===== config.mk =====
export PLATFORM = sky130hd
export DESIGN_NAME = prc_emit
export DESIGN_NICKNAME = d
export VERILOG_FILES = /design/src/rtl/prc_pkg.sv /design/src/rtl/prc_emit.sv
export SDC_FILE = /design/constraint.sdc
export NUM_CORES = 1
export LEC_CHECK = 0
export BUFFER_PORTS_ARGS = -buffer_cell sky130_fd_sc_hd__clkbuf_2
export CAP_MARGIN = 15
export CORE_MARGIN = 3
export CORE_UTILIZATION = 32
export DETAILED_ROUTE_END_ITERATION = 8
export GPL_ROUTABILITY_DRIVEN = 0
export PLACE_DENSITY = 0.65
export REMOVE_ABC_BUFFERS = 1
export SETUP_SLACK_MARGIN = 0.05
export SLEW_MARGIN = 40
export SYNTH_ARGS = -nofsm -noshare
export SYNTH_HDL_FRONTEND = slang
export SYNTH_SLANG_ARGS = --single-unit

===== constraint.sdc =====
create_clock -name clk -period 45.7 [get_ports clk]
set_clock_uncertainty 0.1 [all_clocks]
set_input_delay 4.57 -clock clk [delete_from_list [all_inputs] [get_ports clk]]
set_output_delay 4.57 -clock clk [all_outputs]
set_load 0.02 [all_outputs]

===== src/rtl/prc_pkg.sv =====
package prc_pkg;

  // Default values of the top-level parameters.
  localparam int CHANNELS_DEF    = 8;
  localparam int RING_DEPTH_DEF  = 262144;
  localparam int MAX_SECONDS_DEF = 60;
  localparam int SAMPLE_BITS_DEF = 24;

  // Fixed field widths.
  localparam int CH_FIELD_W = 3;
  localparam int SECS_W     = 6;
  localparam int RATE_W     = 18;
  localparam int LEN_W      = 19;
  localparam int NCH_CFG_W  = 4;
  localparam int DECAY_W    = 23;
  localparam int CFG_W      = 23;
  localparam int CFG_IDX_W  = 3;

  // Configuration register indexes.
  localparam logic [CFG_IDX_W-1:0] REG_FRAME_RATE      = 3'd0;
  localparam logic [CFG_IDX_W-1:0] REG_RING_FRAMES     = 3'd1;
  localparam logic [CFG_IDX_W-1:0] REG_NUM_CHANNELS    = 3'd2;
  localparam logic [CFG_IDX_W-1:0] REG_DEFAULT_SECONDS = 3'd3;
  localparam logic [CFG_IDX_W-1:0] REG_PEAK_DECAY      = 3'd4;

  // Configuration reset values.
  localparam logic [RATE_W-1:0]    RATE_RST    = 18'd48000;
  localparam logic [LEN_W-1:0]     LEN_RST     = 19'd262144;
  localparam logic [NCH_CFG_W-1:0] NCH_RST     = 4'd2;
  localparam logic [SECS_W-1:0]    DEF_SEC_RST = 6'd5;
  localparam logic [DECAY_W-1:0]   DECAY_RST   = 23'd838861;

  typedef enum logic [1:0] {
    FUNC_PUSH    = 2'd0,
    FUNC_CAPTURE = 2'd1,
    FUNC_READ    = 2'd2,
    FUNC_METER   = 2'd3
  } func_t;

  typedef enum logic [1:0] {
    KIND_STATUS = 2'd0,
    KIND_SAMPLE = 2'd1,
    KIND_PEAK   = 2'd2
  } kind_t;

  typedef enum logic [1:0] {
    ST_OK   = 2'd0,
    ST_BUSY = 2'd1,
    ST_IDLE = 2'd2
  } status_t;

  // Job handed from the control stage to the result sequencer.
  typedef struct packed {
    logic    load;
    kind_t   kind;
    status_t status;
    logic    eoc;
  } job_t;

endpackage


===== src/rtl/prc_emit.sv =====
module prc_emit
  import prc_pkg::*;
#(
  parameter int CHANNELS    = CHANNELS_DEF,
  parameter int RING_DEPTH  = RING_DEPTH_DEF,
  parameter int SAMPLE_BITS = SAMPLE_BITS_DEF,
  localparam int FRAME_W = $clog2(RING_DEPTH + 1),
  localparam int CH_IW   = (CHANNELS > 1) ? $clog2(CHANNELS) : 1,
  localparam int PK_W    = SAMPLE_BITS - 1
) (
  input  logic                                  clk,
  input  logic                                  rst,
  input  job_t                                  job,
  input  logic [FRAME_W-1:0]                    job_win,
  input  logic [CH_IW-1:0]                      job_nlast,
  input  logic [CHANNELS-1:0][PK_W-1:0]         peak_snap,
  input  logic [CHANNELS-1:0][SAMPLE_BITS-1:0]  rd_data,
  output logic                                  job_free,
  // output channel
  output logic                                  out_valid,
  input  logic                                  out_stall,
  output logic [1:0]                            kind,
  output logic [1:0]                            status,
  output logic [CH_FIELD_W-1:0]                 out_channel,
  output logic signed [SAMPLE_BITS-1:0]         value,
  output logic [FRAME_W-1:0]                    window_frames,
  output logic                                  last,
  output logic                                  end_of_capture
);

  logic                          b_valid;
  kind_t                         b_kind;
  status_t                       b_status;
  logic                          b_eoc;
  logic [FRAME_W-1:0]            b_win;
  logic [CH_IW-1:0]              b_nlast;
  logic [CH_IW-1:0]              b_lane;
  logic [CHANNELS-1:0][PK_W-1:0] snap;
  logic                          b_last;
  logic                          out_acc;
  logic [CH_IW+CH_FIELD_W-1:0]   lane_ext;

  assign b_last   = (b_kind == KIND_STATUS) || (b_lane == b_nlast);
  assign out_acc  = b_valid && !out_stall;
  assign job_free = !b_valid || (out_acc && b_last);

  // Hold the job until its last result transfers.
  always_ff @(posedge clk) begin
    if (rst) begin
      b_valid <= 1'b0;
    end else if (job.load) begin
      b_valid <= 1'b1;
    end else if (out_acc && b_last) begin
      b_valid <= 1'b0;
    end
  end

  // Load job fields, step the lane after each transfer.
  always_ff @(posedge clk) begin
    if (job.load) begin
      b_kind   <= job.kind;
      b_status <= job.status;
      b_eoc    <= job.eoc;
      b_win    <= job_win;
      b_nlast  <= job_nlast;
      b_lane   <= '0;
      if (job.kind == KIND_PEAK) begin
        snap <= peak_snap;
      end
    end else if (out_acc && !b_last) begin
      b_lane <= b_lane + 1'b1;
    end
  end

  // Drive the result fields from the held job.
  always_comb begin
    lane_ext       = {{CH_FIELD_W{1'b0}}, b_lane};
    out_valid      = b_valid;
    kind           = b_kind;
    status         = b_status;
    window_frames  = b_win;
    last           = b_last;
    end_of_capture = b_eoc;
    out_channel    = lane_ext[CH_FIELD_W-1:0];
    unique case (b_kind)
      KIND_SAMPLE: value = rd_data[b_lane];
      KIND_PEAK:   value = {1'b0, snap[b_lane]};
      default:     value = '0;
    endcase
  end

endmodule


==> metrics.yaml <==
clocking:
  root_buffer: "clkbuf_16"
  h-tree-depth: 1
  path_clk_slew_ns: 0.06
  cts.hold.buffers_added: 0
  cts.sinks: 215
  cts_tree: "yes"
  clock_latency_on_the_worst_skew_pair_ns: 0.52
  cts.path.max_buffers: 3
  cts-buffers-inserted: 23
  number_of_setup_buffers_added_after_cts: 0
  cts.repair.resized: 0
drt:
  drt-total-wl_um: 30800
  route.vias.total: 7224
  detail_route.drc_violations: 0
  wl_met3_um: 2430
  drt_iter0_drc: 358
  met1_length_um: 11800
  drt.antenna.violating_nets: 0
  met2_length_um: 15400
  drt_first_pass_iters: 4
  route.top_layer_used: "met4"
  routedWlPerCell_um: 21.2
  vias_per_cell: 4.96
cells_and_area:
  sequential_area_mm2: 0.00642
  share_of_cells_above_drive_strength_1_pct: 50.5
  layout_common_cells: "460 x clkbuf_2, 211 x edfxtp_1, 140 x mux2i_1"
  fin_nets: 1462
  multi_input_area_mm2: 0.00312
  fillers: 2767
  final_core_utilization_pct: 44.1
  mostFrequentLayoutCell: "clkbuf_2"
  num_antenna_cells: 0
  instances_no_fill: 1457
  flow.area_growth_from_synthesis_pct: 34.2
grt:
  first_global_vias: 7660
  groute.usage.overall_pct: 17.7
  globalRouteOverflowTotal: 0
  grt_pass1_wl_um: 44400
  grt_antenna_before_repair: 0
  grt_max_degree: 108
worst_setup_path:
  worstPathMaxFanout: 1
  rr_worst_depth: 5
  cp_data_arrival_time_ns: 5.63
  crit_path_start_kind: "primary input"
  cp_data_required_time_ns: 41.03
  worstSetupPathType: "in -> out"
  worstSetupEndpointType: "output pin"
timing:
  totalNegativeSetupSlack_ns: 0
  post-route-min-period_ns: 10.30
  max_slew_margin_pct: 45.1
  grt_setup_unrepaired: "no"
  fmax_mhz: 97.1
  worstMarginPinSlew_ns: 0.823
  worst_hold_slack_ns: 0.556
  post-route-worst-setup-slack_ns: 35.40
  hold_viol: 0
  final-max-slew-violation-count: 0
  timing.final.crit_share_pct: 22.5
  timing.final.setup_violations: 0
yosys:
  async_flop_share_pct: 0
  main_flop_type_after_synthesis: "edfxtp_1"
  synthCells: 598
  yosys_warnings: 0
  ys_ff_latch: 215
  synth_edf_count: 211
  synth-seq-area-share_pct: 65.3
  mappedNetlistArea_mm2: 0.00983
  yosysUniqueCellTypes: 32
  syn_area_per_cell_um2: 16.4
pwr:
  clock_power_share_pct: 38.1
  power_per_cell_area_mw_per_mm2: 35.3
  net-switching-power_w: 0.000106
  seq_power_share_pct: 49.8
  power.leakage_nw: 5.22
  power_frac_comb_pct: 12.1
  vdd_drop_max_v: 0.0000339
  internal_power_w: 0.000359
  swShare_pct: 22.8
flow_run:
  maximum_capacitance_violations: 0
floorplanning:
  cell_rows: 63
  floorplan.initialDensity_pct: 32.8
  horizontal_die_dimension_um: 181
  die_h_um: 181
  floorplan.die_area_mm2: 0.0329
  io_pins: 461
  coreArea_mm2: 0.0300
placement:
  place.detailed.instances: 1416
  dp_hpwl_um: 22700
  portBuffers: 460
  preCtsSetupSlack_ns: 35.35
outcome:
  status: "finished clean"
worst_hold_path:
  worstHoldPathType: "reg -> reg"
  min_path_cells: 2
sequential cells by signal (all words and copies together), names as in the netlist:
signal,cells
kind,2
out_valid,1
b_nlast,3
snap,184
window_frames,19
end_of_capture,1
out_channel,3
status,2
worst max-delay path, cell delays in order:
cell      delay, ns
clkbuf_2       0.11
mux4_2         0.47
o211ai_1       0.18
nand2_1        0.13
clkbuf_2       0.18
through the flow:
stage	power, W	instance area [um^2]
floorplan	0.000271	9520
global placement	0.000291	12400
detailed placement	0.000293	12500
CTS	0.000472	13200
global route	0.000485	13200
finish	0.000466	13200
metal layers:
metal | global-route usage [%] | vias to the layer above
li1 | - | 3327
met1 | 21.2 | 3473
met2 | 31.1 | 365
met3 | 4.09 | 59
met4 | 6.43 | 0
met5 | 0 | -
cells in the mapped netlist (5+ instances only):
cell type | instances | share of area [%]
buf_2 | 12 | 0.61
mux4_2 | 24 | 5.5
buf_1 | 6 | 0.23
edfxtp_1 | 211 | 64
a22oi_1 | 69 | 5.3
o211ai_1 | 18 | 1.4
buf_6 | 10 | 1.1
nand2b_1 | 5 | 0.32
mux2i_1 | 140 | 14
nand3_1 | 28 | 1.4
clkbuf_1 | 8 | 0.31
nand2_1 | 24 | 0.92
power groups by stage:
| stage | clock [W] | combinational, W | sequential [W] |
|---|---|---|---|
| floorplan | 0 | 0.0000283 | 0.000243 |
| global placement | 0 | 0.0000558 | 0.000236 |
| detailed placement | 0 | 0.0000572 | 0.000236 |
| CTS | 0.000183 | 0.0000574 | 0.000232 |
| global route | 0.000190 | 0.0000618 | 0.000233 |
| finish | 0.000177 | 0.0000565 | 0.000232 |
cell type report:
type	count	share of cell area, %
flip-flops and latches	215	48.7
multi-input cells	335	23.6
repair buffers	472	18.6
clock buffers	29	4.53
well taps	390	3.70
clock inverters	12	0.815
inverters	4	0.114
path summary, 6_finish.rpt:
| kind | start | end | slack (ns) |
|---|---|---|---|
| min reg2reg | out_valid | out_valid | 0.56 |
| max reg2reg | out_channel[0] | out_valid | 43.17 |
| max | rd_data[88] | value[16] | 35.40 |
| min | out_valid | out_valid | 0.56 |
cell families after synthesis:
group,after synthesis,share of synthesized area [%]
DFF,215,65.3
muxes,165,20.0
AOI/OAI and AO/OA,93,7.16
and+or+nand+nor,69,3.39
buffers and inverters,48,3.31
xor gates and xnor gates,4,0.356
adders and majority gates,4,0.509
No activity file was read; power rests on OpenSTA's default activity.
