===== config.mk =====
export PLATFORM = sky130hd
export DESIGN_NAME = prc_ctrl
export DESIGN_NICKNAME = d
export VERILOG_FILES = /design/src/rtl/prc_pkg.sv /design/src/rtl/prc_ctrl.sv
export SDC_FILE = /design/constraint.sdc
export NUM_CORES = 2
export LEC_CHECK = 0
export BUFFER_PORTS_ARGS = -buffer_cell sky130_fd_sc_hd__clkbuf_2
export CORE_MARGIN = 2
export CORE_UTILIZATION = 45
export DETAILED_ROUTE_END_ITERATION = 12
export GPL_TIMING_DRIVEN = 1
export PLACE_DENSITY = 0.62
export SYNTH_ARGS = -nofsm -noshare
export SYNTH_HDL_FRONTEND = slang
export SYNTH_SLANG_ARGS = --single-unit

===== constraint.sdc =====
create_clock -name clk -period 37.5 [get_ports clk]
set_input_delay 3.75 -clock clk [delete_from_list [all_inputs] [get_ports clk]]
set_output_delay 3.75 -clock clk [all_outputs]
set_load 0.02 [all_outputs]

===== src/rtl/prc_pkg.sv =====
package prc_pkg;

  // Default values of the top-level parameters.
  localparam int CHANNELS_DEF    = 8;
  localparam int RING_DEPTH_DEF  = 262144;
  localparam int MAX_SECONDS_DEF = 60;
  localparam int SAMPLE_BITS_DEF = 24;

  // Fixed field widths.
  localparam int CH_FIELD_W = 3;
  localparam int SECS_W     = 6;
  localparam int RATE_W     = 18;
  localparam int LEN_W      = 19;
  localparam int NCH_CFG_W  = 4;
  localparam int DECAY_W    = 23;
  localparam int CFG_W      = 23;
  localparam int CFG_IDX_W  = 3;

  // Configuration register indexes.
  localparam logic [CFG_IDX_W-1:0] REG_FRAME_RATE      = 3'd0;
  localparam logic [CFG_IDX_W-1:0] REG_RING_FRAMES     = 3'd1;
  localparam logic [CFG_IDX_W-1:0] REG_NUM_CHANNELS    = 3'd2;
  localparam logic [CFG_IDX_W-1:0] REG_DEFAULT_SECONDS = 3'd3;
  localparam logic [CFG_IDX_W-1:0] REG_PEAK_DECAY      = 3'd4;

  // Configuration reset values.
  localparam logic [RATE_W-1:0]    RATE_RST    = 18'd48000;
  localparam logic [LEN_W-1:0]     LEN_RST     = 19'd262144;
  localparam logic [NCH_CFG_W-1:0] NCH_RST     = 4'd2;
  localparam logic [SECS_W-1:0]    DEF_SEC_RST = 6'd5;
  localparam logic [DECAY_W-1:0]   DECAY_RST   = 23'd838861;

  typedef enum logic [1:0] {
    FUNC_PUSH    = 2'd0,
    FUNC_CAPTURE = 2'd1,
    FUNC_READ    = 2'd2,
    FUNC_METER   = 2'd3
  } func_t;

  typedef enum logic [1:0] {
    KIND_STATUS = 2'd0,
    KIND_SAMPLE = 2'd1,
    KIND_PEAK   = 2'd2
  } kind_t;

  typedef enum logic [1:0] {
    ST_OK   = 2'd0,
    ST_BUSY = 2'd1,
    ST_IDLE = 2'd2
  } status_t;

  // Job handed from the control stage to the result sequencer.
  typedef struct packed {
    logic    load;
    kind_t   kind;
    status_t status;
    logic    eoc;
  } job_t;

endpackage


===== src/rtl/prc_ctrl.sv =====
module prc_ctrl
  import prc_pkg::*;
#(
  parameter int CHANNELS    = CHANNELS_DEF,
  parameter int RING_DEPTH  = RING_DEPTH_DEF,
  parameter int MAX_SECONDS = MAX_SECONDS_DEF,
  parameter int SAMPLE_BITS = SAMPLE_BITS_DEF,
  localparam int PTR_W   = $clog2(RING_DEPTH),
  localparam int FRAME_W = $clog2(RING_DEPTH + 1),
  localparam int CH_IW   = (CHANNELS > 1) ? $clog2(CHANNELS) : 1,
  localparam int PK_W    = SAMPLE_BITS - 1
) (
  input  logic                           clk,
  input  logic                           rst,
  input  logic                           ready,
  input  logic                           job_free,
  // input channel
  input  logic                           in_valid,
  output logic                           in_stall,
  input  logic [1:0]                     func,
  input  logic [CH_FIELD_W-1:0]          channel,
  input  logic signed [SAMPLE_BITS-1:0]  sample,
  input  logic [SECS_W-1:0]              seconds,
  // configuration
  input  logic                           cfg_we,
  input  logic [CFG_IDX_W-1:0]           cfg_index,
  input  logic [CFG_W-1:0]               cfg_data,
  // job to the result sequencer
  output job_t                           job,
  output logic [FRAME_W-1:0]             job_win,
  output logic [CH_IW-1:0]               job_nlast,
  output logic [CHANNELS-1:0][PK_W-1:0]  peak_snap,
  // ring memory
  output logic                           wr_en,
  output logic [PTR_W-1:0]               wr_addr,
  output logic [CH_IW-1:0]               wr_lane,
  output logic [SAMPLE_BITS-1:0]         wr_data,
  output logic                           rd_en,
  output logic [PTR_W-1:0]               rd_addr
);

  localparam int NCH_W  = $clog2(CHANNELS + 1);
  localparam int NC_CW  = (NCH_W > NCH_CFG_W) ? NCH_W : NCH_CFG_W;
  localparam int CC_W   = (NCH_W > CH_FIELD_W) ? NCH_W : CH_FIELD_W;
  localparam int LEN_CW = (FRAME_W > LEN_W) ? FRAME_W : LEN_W;
  localparam int PROD_W = SECS_W + RATE_W;
  localparam int CMP_W  = (FRAME_W > PROD_W) ? FRAME_W : PROD_W;
  localparam int MS_W   = $clog2(MAX_SECONDS + 1);
  localparam int SC_W   = (MS_W > SECS_W) ? MS_W : SECS_W;
  localparam int DEC_W  = (PK_W > DECAY_W) ? PK_W : DECAY_W;
  localparam int RP_W   = FRAME_W + 1;

  // Configuration registers
  logic [RATE_W-1:0]    frame_rate;
  logic [LEN_W-1:0]     ring_frames;
  logic [NCH_CFG_W-1:0] num_channels;
  logic [SECS_W-1:0]    default_seconds;
  logic [DECAY_W-1:0]   peak_decay;

  // Block state
  logic [PTR_W-1:0]            head_pos;
  logic [FRAME_W-1:0]          recorded_frames;
  logic                        capture_busy;
  logic [PTR_W-1:0]            read_pos;
  logic [FRAME_W-1:0]          frames_left;
  logic [CHANNELS-1:0][PK_W-1:0] peak_hold;

  func_t              fn;
  logic               acc;
  logic [NCH_W-1:0]   nch_eff;
  logic [FRAME_W-1:0] len_eff;
  logic               push_ok;
  logic               frame_end;
  logic [CH_IW-1:0]   lane;
  logic [SAMPLE_BITS-1:0] mag_full;
  logic [PK_W-1:0]    mag;
  logic [FRAME_W-1:0] head_inc;
  logic [PTR_W-1:0]   head_adv;
  logic [FRAME_W-1:0] read_inc;
  logic [PTR_W-1:0]   read_adv;
  logic [SECS_W-1:0]  secs_sel;
  logic [SECS_W-1:0]  secs_clamp;
  logic [PROD_W-1:0]  prod;
  logic [CMP_W-1:0]   f_len;
  logic [CMP_W-1:0]   f_rec;
  logic [FRAME_W-1:0] f_win;
  logic [RP_W-1:0]    rp_full;

  assign fn  = func_t'(func);
  assign in_stall = !ready || ((fn != FUNC_PUSH) && !job_free);
  assign acc = in_valid && !in_stall;

  // Clamp channel count and ring length between one and the built sizes.
  always_comb begin
    if (num_channels == '0) begin
      nch_eff = NCH_W'(1);
    end else if (NC_CW'(num_channels) > NC_CW'(CHANNELS)) begin
      nch_eff = NCH_W'(CHANNELS);
    end else begin
      nch_eff = NCH_W'(num_channels);
    end
    if (ring_frames == '0) begin
      len_eff = FRAME_W'(1);
    end else if (LEN_CW'(ring_frames) > LEN_CW'(RING_DEPTH)) begin
      len_eff = FRAME_W'(RING_DEPTH);
    end else begin
      len_eff = FRAME_W'(ring_frames);
    end
  end

  // Push: lane select, frame end and saturated magnitude.
  always_comb begin
    push_ok   = CC_W'(channel) < CC_W'(nch_eff);
    frame_end = push_ok && (CC_W'(channel) == CC_W'(nch_eff) - CC_W'(1));
    lane      = CH_IW'(channel);
    mag_full  = sample[SAMPLE_BITS-1] ? (~sample + 1'b1) : sample;
    if (mag_full[SAMPLE_BITS-1]) begin
      mag = '1;
    end else begin
      mag = mag_full[PK_W-1:0];
    end
  end

  // Pointer advance with wrap at the ring length.
  always_comb begin
    head_inc = FRAME_W'(head_pos) + FRAME_W'(1);
    head_adv = (head_inc >= len_eff) ? '0 : PTR_W'(head_inc);
    read_inc = FRAME_W'(read_pos) + FRAME_W'(1);
    read_adv = (read_inc >= len_eff) ? '0 : PTR_W'(read_inc);
  end

  // Capture window: seconds times rate, clamped to length and recorded frames.
  always_comb begin
    if (seconds != '0) begin
      secs_sel = seconds;
    end else if (default_seconds != '0) begin
      secs_sel = default_seconds;
    end else begin
      secs_sel = SECS_W'(1);
    end
    if (SC_W'(secs_sel) > SC_W'(MAX_SECONDS)) begin
      secs_clamp = SECS_W'(MAX_SECONDS);
    end else begin
      secs_clamp = secs_sel;
    end
    prod  = PROD_W'(secs_clamp) * PROD_W'(frame_rate);
    f_len = (CMP_W'(prod) > CMP_W'(len_eff)) ? CMP_W'(len_eff) : CMP_W'(prod);
    f_rec = (f_len > CMP_W'(recorded_frames)) ? CMP_W'(recorded_frames) : f_len;
    f_win = FRAME_W'(f_rec);
    if (RP_W'(head_pos) >= RP_W'(f_win)) begin
      rp_full = RP_W'(head_pos) - RP_W'(f_win);
    end else begin
      rp_full = RP_W'(head_pos) + RP_W'(len_eff) - RP_W'(f_win);
    end
  end

  // Job and memory requests for the accepted item.
  always_comb begin
    job        = '0;
    job.kind   = KIND_STATUS;
    job.status = ST_OK;
    job_win    = '0;
    job_nlast  = CH_IW'(nch_eff - NCH_W'(1));
    peak_snap  = peak_hold;
    wr_en      = 1'b0;
    wr_addr    = head_pos;
    wr_lane    = lane;
    wr_data    = sample;
    rd_en      = 1'b0;
    rd_addr    = read_pos;
    if (acc) begin
      unique case (fn)
        FUNC_PUSH: begin
          wr_en = push_ok;
        end
        FUNC_CAPTURE: begin
          job.load = 1'b1;
          if (capture_busy) begin
            job.status = ST_BUSY;
          end else begin
            job_win = f_win;
          end
        end
        FUNC_READ: begin
          job.load = 1'b1;
          if (!capture_busy) begin
            job.status = ST_IDLE;
          end else begin
            job.kind = KIND_SAMPLE;
            job.eoc  = (frames_left <= FRAME_W'(1));
            job_win  = frames_left;
            rd_en    = 1'b1;
          end
        end
        FUNC_METER: begin
          job.load = 1'b1;
          job.kind = KIND_PEAK;
        end
        default: begin
        end
      endcase
    end
  end

  // Configuration writes.
  always_ff @(posedge clk) begin
    if (rst) begin
      frame_rate      <= RATE_RST;
      ring_frames     <= LEN_RST;
      num_channels    <= NCH_RST;
      default_seconds <= DEF_SEC_RST;
      peak_decay      <= DECAY_RST;
    end else if (cfg_we) begin
      unique case (cfg_index)
        REG_FRAME_RATE:      frame_rate      <= cfg_data[RATE_W-1:0];
        REG_RING_FRAMES:     ring_frames     <= cfg_data[LEN_W-1:0];
        REG_NUM_CHANNELS:    num_channels    <= cfg_data[NCH_CFG_W-1:0];
        REG_DEFAULT_SECONDS: default_seconds <= cfg_data[SECS_W-1:0];
        REG_PEAK_DECAY:      peak_decay      <= cfg_data[DECAY_W-1:0];
        default: begin
        end
      endcase
    end
  end

  // Update head, capture window and peaks on each transfer.
  always_ff @(posedge clk) begin
    if (rst) begin
      head_pos        <= '0;
      recorded_frames <= '0;
      capture_busy    <= 1'b0;
      read_pos        <= '0;
      frames_left     <= '0;
      peak_hold       <= '0;
    end else if (acc) begin
      unique case (fn)
        FUNC_PUSH: begin
          if (push_ok && (mag > peak_hold[lane])) begin
            peak_hold[lane] <= mag;
          end
          if (frame_end) begin
            head_pos <= head_adv;
            if (recorded_frames < FRAME_W'(RING_DEPTH)) begin
              recorded_frames <= recorded_frames + FRAME_W'(1);
            end
          end
        end
        FUNC_CAPTURE: begin
          if (!capture_busy && (f_win != '0)) begin
            read_pos     <= PTR_W'(rp_full);
            frames_left  <= f_win;
            capture_busy <= 1'b1;
          end
        end
        FUNC_READ: begin
          if (capture_busy) begin
            read_pos <= read_adv;
            if (frames_left != '0) begin
              frames_left <= frames_left - FRAME_W'(1);
            end
            if (frames_left <= FRAME_W'(1)) begin
              capture_busy <= 1'b0;
            end
          end
        end
        FUNC_METER: begin
          for (int c = 0; c < CHANNELS; c++) begin
            if (DEC_W'(peak_hold[c]) > DEC_W'(peak_decay)) begin
              peak_hold[c] <= peak_hold[c] - PK_W'(peak_decay);
            end else begin
              peak_hold[c] <= '0;
            end
          end
        end
        default: begin
        end
      endcase
    end
  end

endmodule


==> flow_summary_export.csv <==
group,metric,value,unit
run_status,status,"complete, no violations",
sta,finalSetupViolCount,0,
critical_path,critPathKind,"input pin to output pin",
global_route,grt_pass1_vias,33214,
route,drc_errors,0,
synth,postSynthCellCount,4419,
global_route,grt_overflow_total,0,
cts,worstSkewPairLatency,0.62,ns
route,m1WireLength,58200,µm
critical_path,crit_arrival,15.07,ns
floorplanning,die_x,278,µm
route,highest_layer,"met5",
sta,max_clock_freq,53.1,MHz
synth,ys_warn_count,0,
synth,yosysTopAreaCell,"dfxtp_1",
hold_path,hold_depth,2,
pwr,seqPwrFrac,17.4,%
pwr,power_frac_clock,22.5,%
route,first_pass_iters,6,
global_route,grt_pass1_wl,215000,µm
cells_and_area,area_delta_synth_final,12.8,%
route,antenna_left,0,
cts,cts.clk_slew.worst_paths,0.06,ns
route,drt_iter0_drc,3840,
critical_path,critical-path-slowest-cell,"fa_1",
floorplanning,rows,100,
hold_path,hold_end,"peak_decay[4]",
sta,period_share,50.2,%
route,met3_length,13500,µm
pwr,p_sw_share,46.0,%
cts,clockBufferDepth,3,
route,wl_met2,64100,µm
placement,gp_congestion,1.04,
cts,cts-htree-levels,2,
placement,port_buffers,344,
floorplanning,die_area,77100,µm²
cells_and_area,n_fill_cell,7368,
pwr,internal-power,1.15,mW
synth,yosysSeqAreaShare,19.5,%
cts,hold_buffers,0,
synth,avgSynthCellArea,7.62,µm²
synth,async_reset_ff_share,0,%
pwr,combPwrFrac,60.1,%
cts,cts.sinks,329,
cells_and_area,design_area,38000,µm²
floorplanning,core-area,74300,µm²
pwr,finalPower,2.13,mW
pwr,netSwitchingPower,0.980,mW
global_route,grt_max_degree,84,
critical_path,crit_fanout,39,
placement,dp_hpwl,108000,µm
cells_and_area,drive_gt1_share,12.3,%
synth,synth.area.top_cells,"dfxtp_1 20%, ha_1 14%, fa_1 5.3%",
cells_and_area,fin_util,51.1,%
sta,finClkSkew,0.0453,ns
critical_path,slowest_delay,0.54,ns
pwr,power_density,56.0,nW/µm²
critical_path,r2r.worst_path.cells,50,
sta,hold_ws,0.456,ns
hold_path,min_from,"peak_decay[4]",
synth,synth_edf_count,0,
pwr,ir_drop,0.0640,mV
sta,period_needed,18.82,ns
route,routed_wl,147000,µm
cts,postCtsSetupRepairBufs,0,
synth,ys_ff_latch,329,
critical_path,rrSetupSlack,23.45,ns
floorplanning,die_h,278,µm
route,routed-via-count,35993,
synth,synth.distinct_cells,87,
synth,synth_area,33700,µm²
cells_and_area,final_cells,5675,
sta,slew_violations,0,
synth,synth_top_area_share,19.5,%
floorplanning,initial_utilization,45.3,%
critical_path,startpoint_type,"input pin",
cts,tritoncts,"done",
global_route,antenna_found_initial,2,
placement,placed_cell_area,36400,µm²
sta,hold_violations,0,
synth,synth_ff_type,"dfxtp_1",
sta,rsz0062_at_grt,"false",
sta,worst_slack,18.68,ns
cts,cts_resized,0,
flow_run,cap_viol_max_count,0,
cts,cts-root-buf,"clkbuf_16",
synth,synth_nets,4941,
placement,place_ws,18.85,ns
placement,dp.cells,5590,
sta,max_slew.worst_pin.slew,1.14,ns
hold_path,hp-class,"flip-flop to flip-flop",
cells_and_area,nets,5189,
cts,cts_buffers,44,
critical_path,r2r-end,"rd_addr[15]",
route,via_per_inst,6.34,
critical_path,rr_startpoint,"default_seconds[2]",
sta,finalSetupTns,0,ns
critical_path,worstSetupEndpointType,"output pin",
sta,maxSlewHeadroom,23.9,%
critical_path,required,33.75,ns
floorplanning,io_pins,345,
pwr,p_leak,17.8,nW
route,drt-wirelength-per-cell,25.9,µm
global_route,grtUsageTotal,36.9,%
## Yosys cell counts, drive strengths merged, types with 9 or more instances
cell / instances
and4: 36
a211oi: 42
xnor2: 150
or4: 17
nor3b: 9
a31oi: 37
a21boi: 24
o21a: 36
nand2: 421
a21oi: 287
nor2b: 35
o41ai: 10
o21bai: 37
mux2: 14
o211ai: 28
o21ai: 250
dfxtp: 329
and3: 41
nor4: 23
nand3b: 10
buf: 44
nor3: 148
fa: 89
mux2i: 27
o22ai: 17
nand3: 108
a221oi: 174
and2: 104
o31ai: 21
a21o: 135
a22oi: 116
or2: 11
or3: 22
xor2: 97
a21bo: 13
ha: 366
inv: 290
nand2b: 30
clkbuf: 188
nand4: 65
nor2: 434
## power groups by stage
stage	clock network [mW]	registers, mW	logic, mW
CTS	0.481	0.370	1.25
global placement	0	0.378	1.25
global route	0.496	0.371	1.39
floorplan	0	0.377	0.941
detailed placement	0	0.378	1.24
finish	0.479	0.371	1.28
## worst max-delay path: cells and delay by family
| kind | cells | cell delay, ns |
|---|---|---|
| and+or+nand+nor | 14 | 3.20 |
| muxes | 1 | 0.39 |
| AOI/OAI and AO/OA | 13 | 4.10 |
| buffers and inverters | 6 | 1.10 |
| adders and majority gates | 6 | 2.50 |
## routing by layer
layer  GRT usage (%)  up-vias
li1                -    16533
met1            46.7    17126
met2            58.1     1852
met3            6.41      480
met4            23.6        2
met5               0        -
## area by class of cell
type                    count  area (µm²)  area share [%]
clock buffers              61        1290            3.39
well taps                 969        1210            3.19
flip-flops and latches    329        6590            17.3
clock inverters            20         318           0.836
repair buffers            434        2400            6.32
multi-input cells        3566       25100            66.0
diodes                      4        10.0          0.0263
inverters                 292        1100            2.89
## worst max-delay path by stage
stage	startpoint	endpoint	slack [ns]	depth (start not counted)
finish	seconds[1]	job_win[1]	18.68	40
global route	seconds[1]	job_win[1]	17.97	40
CTS	seconds[1]	job_win[1]	18.85	40
detailed placement	seconds[1]	job_win[1]	18.85	40
global placement	seconds[1]	job_win[1]	19.08	40
floorplan	seconds[1]	job_win[12]	19.85	43
## cells by family (layout without fill, tap and decap cells)
| kind of cell | Yosys count | count (layout) | share of synthesized area, % |
|---|---|---|---|
| multiplexers | 41 | 41 | 1.27 |
| flip-flops | 329 | 329 | 19.5 |
| buffers and inverters | 524 | 807 | 6.23 |
| XOR/XNOR | 247 | 247 | 6.42 |
| other | 0 | 4 | 0 |
| AO/OA/AOI/OAI | 1302 | 1302 | 26.1 |
| adder cells (fa/ha/maj) | 455 | 455 | 18.9 |
| AND/OR/NAND/NOR | 1521 | 1521 | 21.5 |
## cell usage in the layout, fill, tap and decap left out, types with 23 or more instances in the layout
cell       instances
o21a_1            36
nor3_1           143
o21ai_0          239
a221oi_1         174
and2_1           103
xnor2_1          150
inv_1            289
o211ai_1          27
a31oi_1           36
mux2i_1           27
and3_1            41
a22oi_1          116
and4_1            36
a21o_1           135
a21boi_0          23
nand3_1          108
nand2_1          421
a211oi_1          40
a21oi_1          285
nand4_1           65
clkbuf_16         46
clkbuf_2         343
ha_1             365
buf_4             90
nor2_1           433
o21bai_1          37
nor2b_1           35
xor2_1            97
fa_1              89
nand2b_1          30
dfxtp_1          329
## registers in the layout (all words and copies together) (netlist names)
name,flops
capture_busy,1
default_seconds,6
frame_rate,18
frames_left,19
num_channels,4
peak_decay,23
peak_snap,184
rd_addr,18
recorded_frames,19
ring_frames,19
wr_addr,18
(Power assumes the default switching activity.)
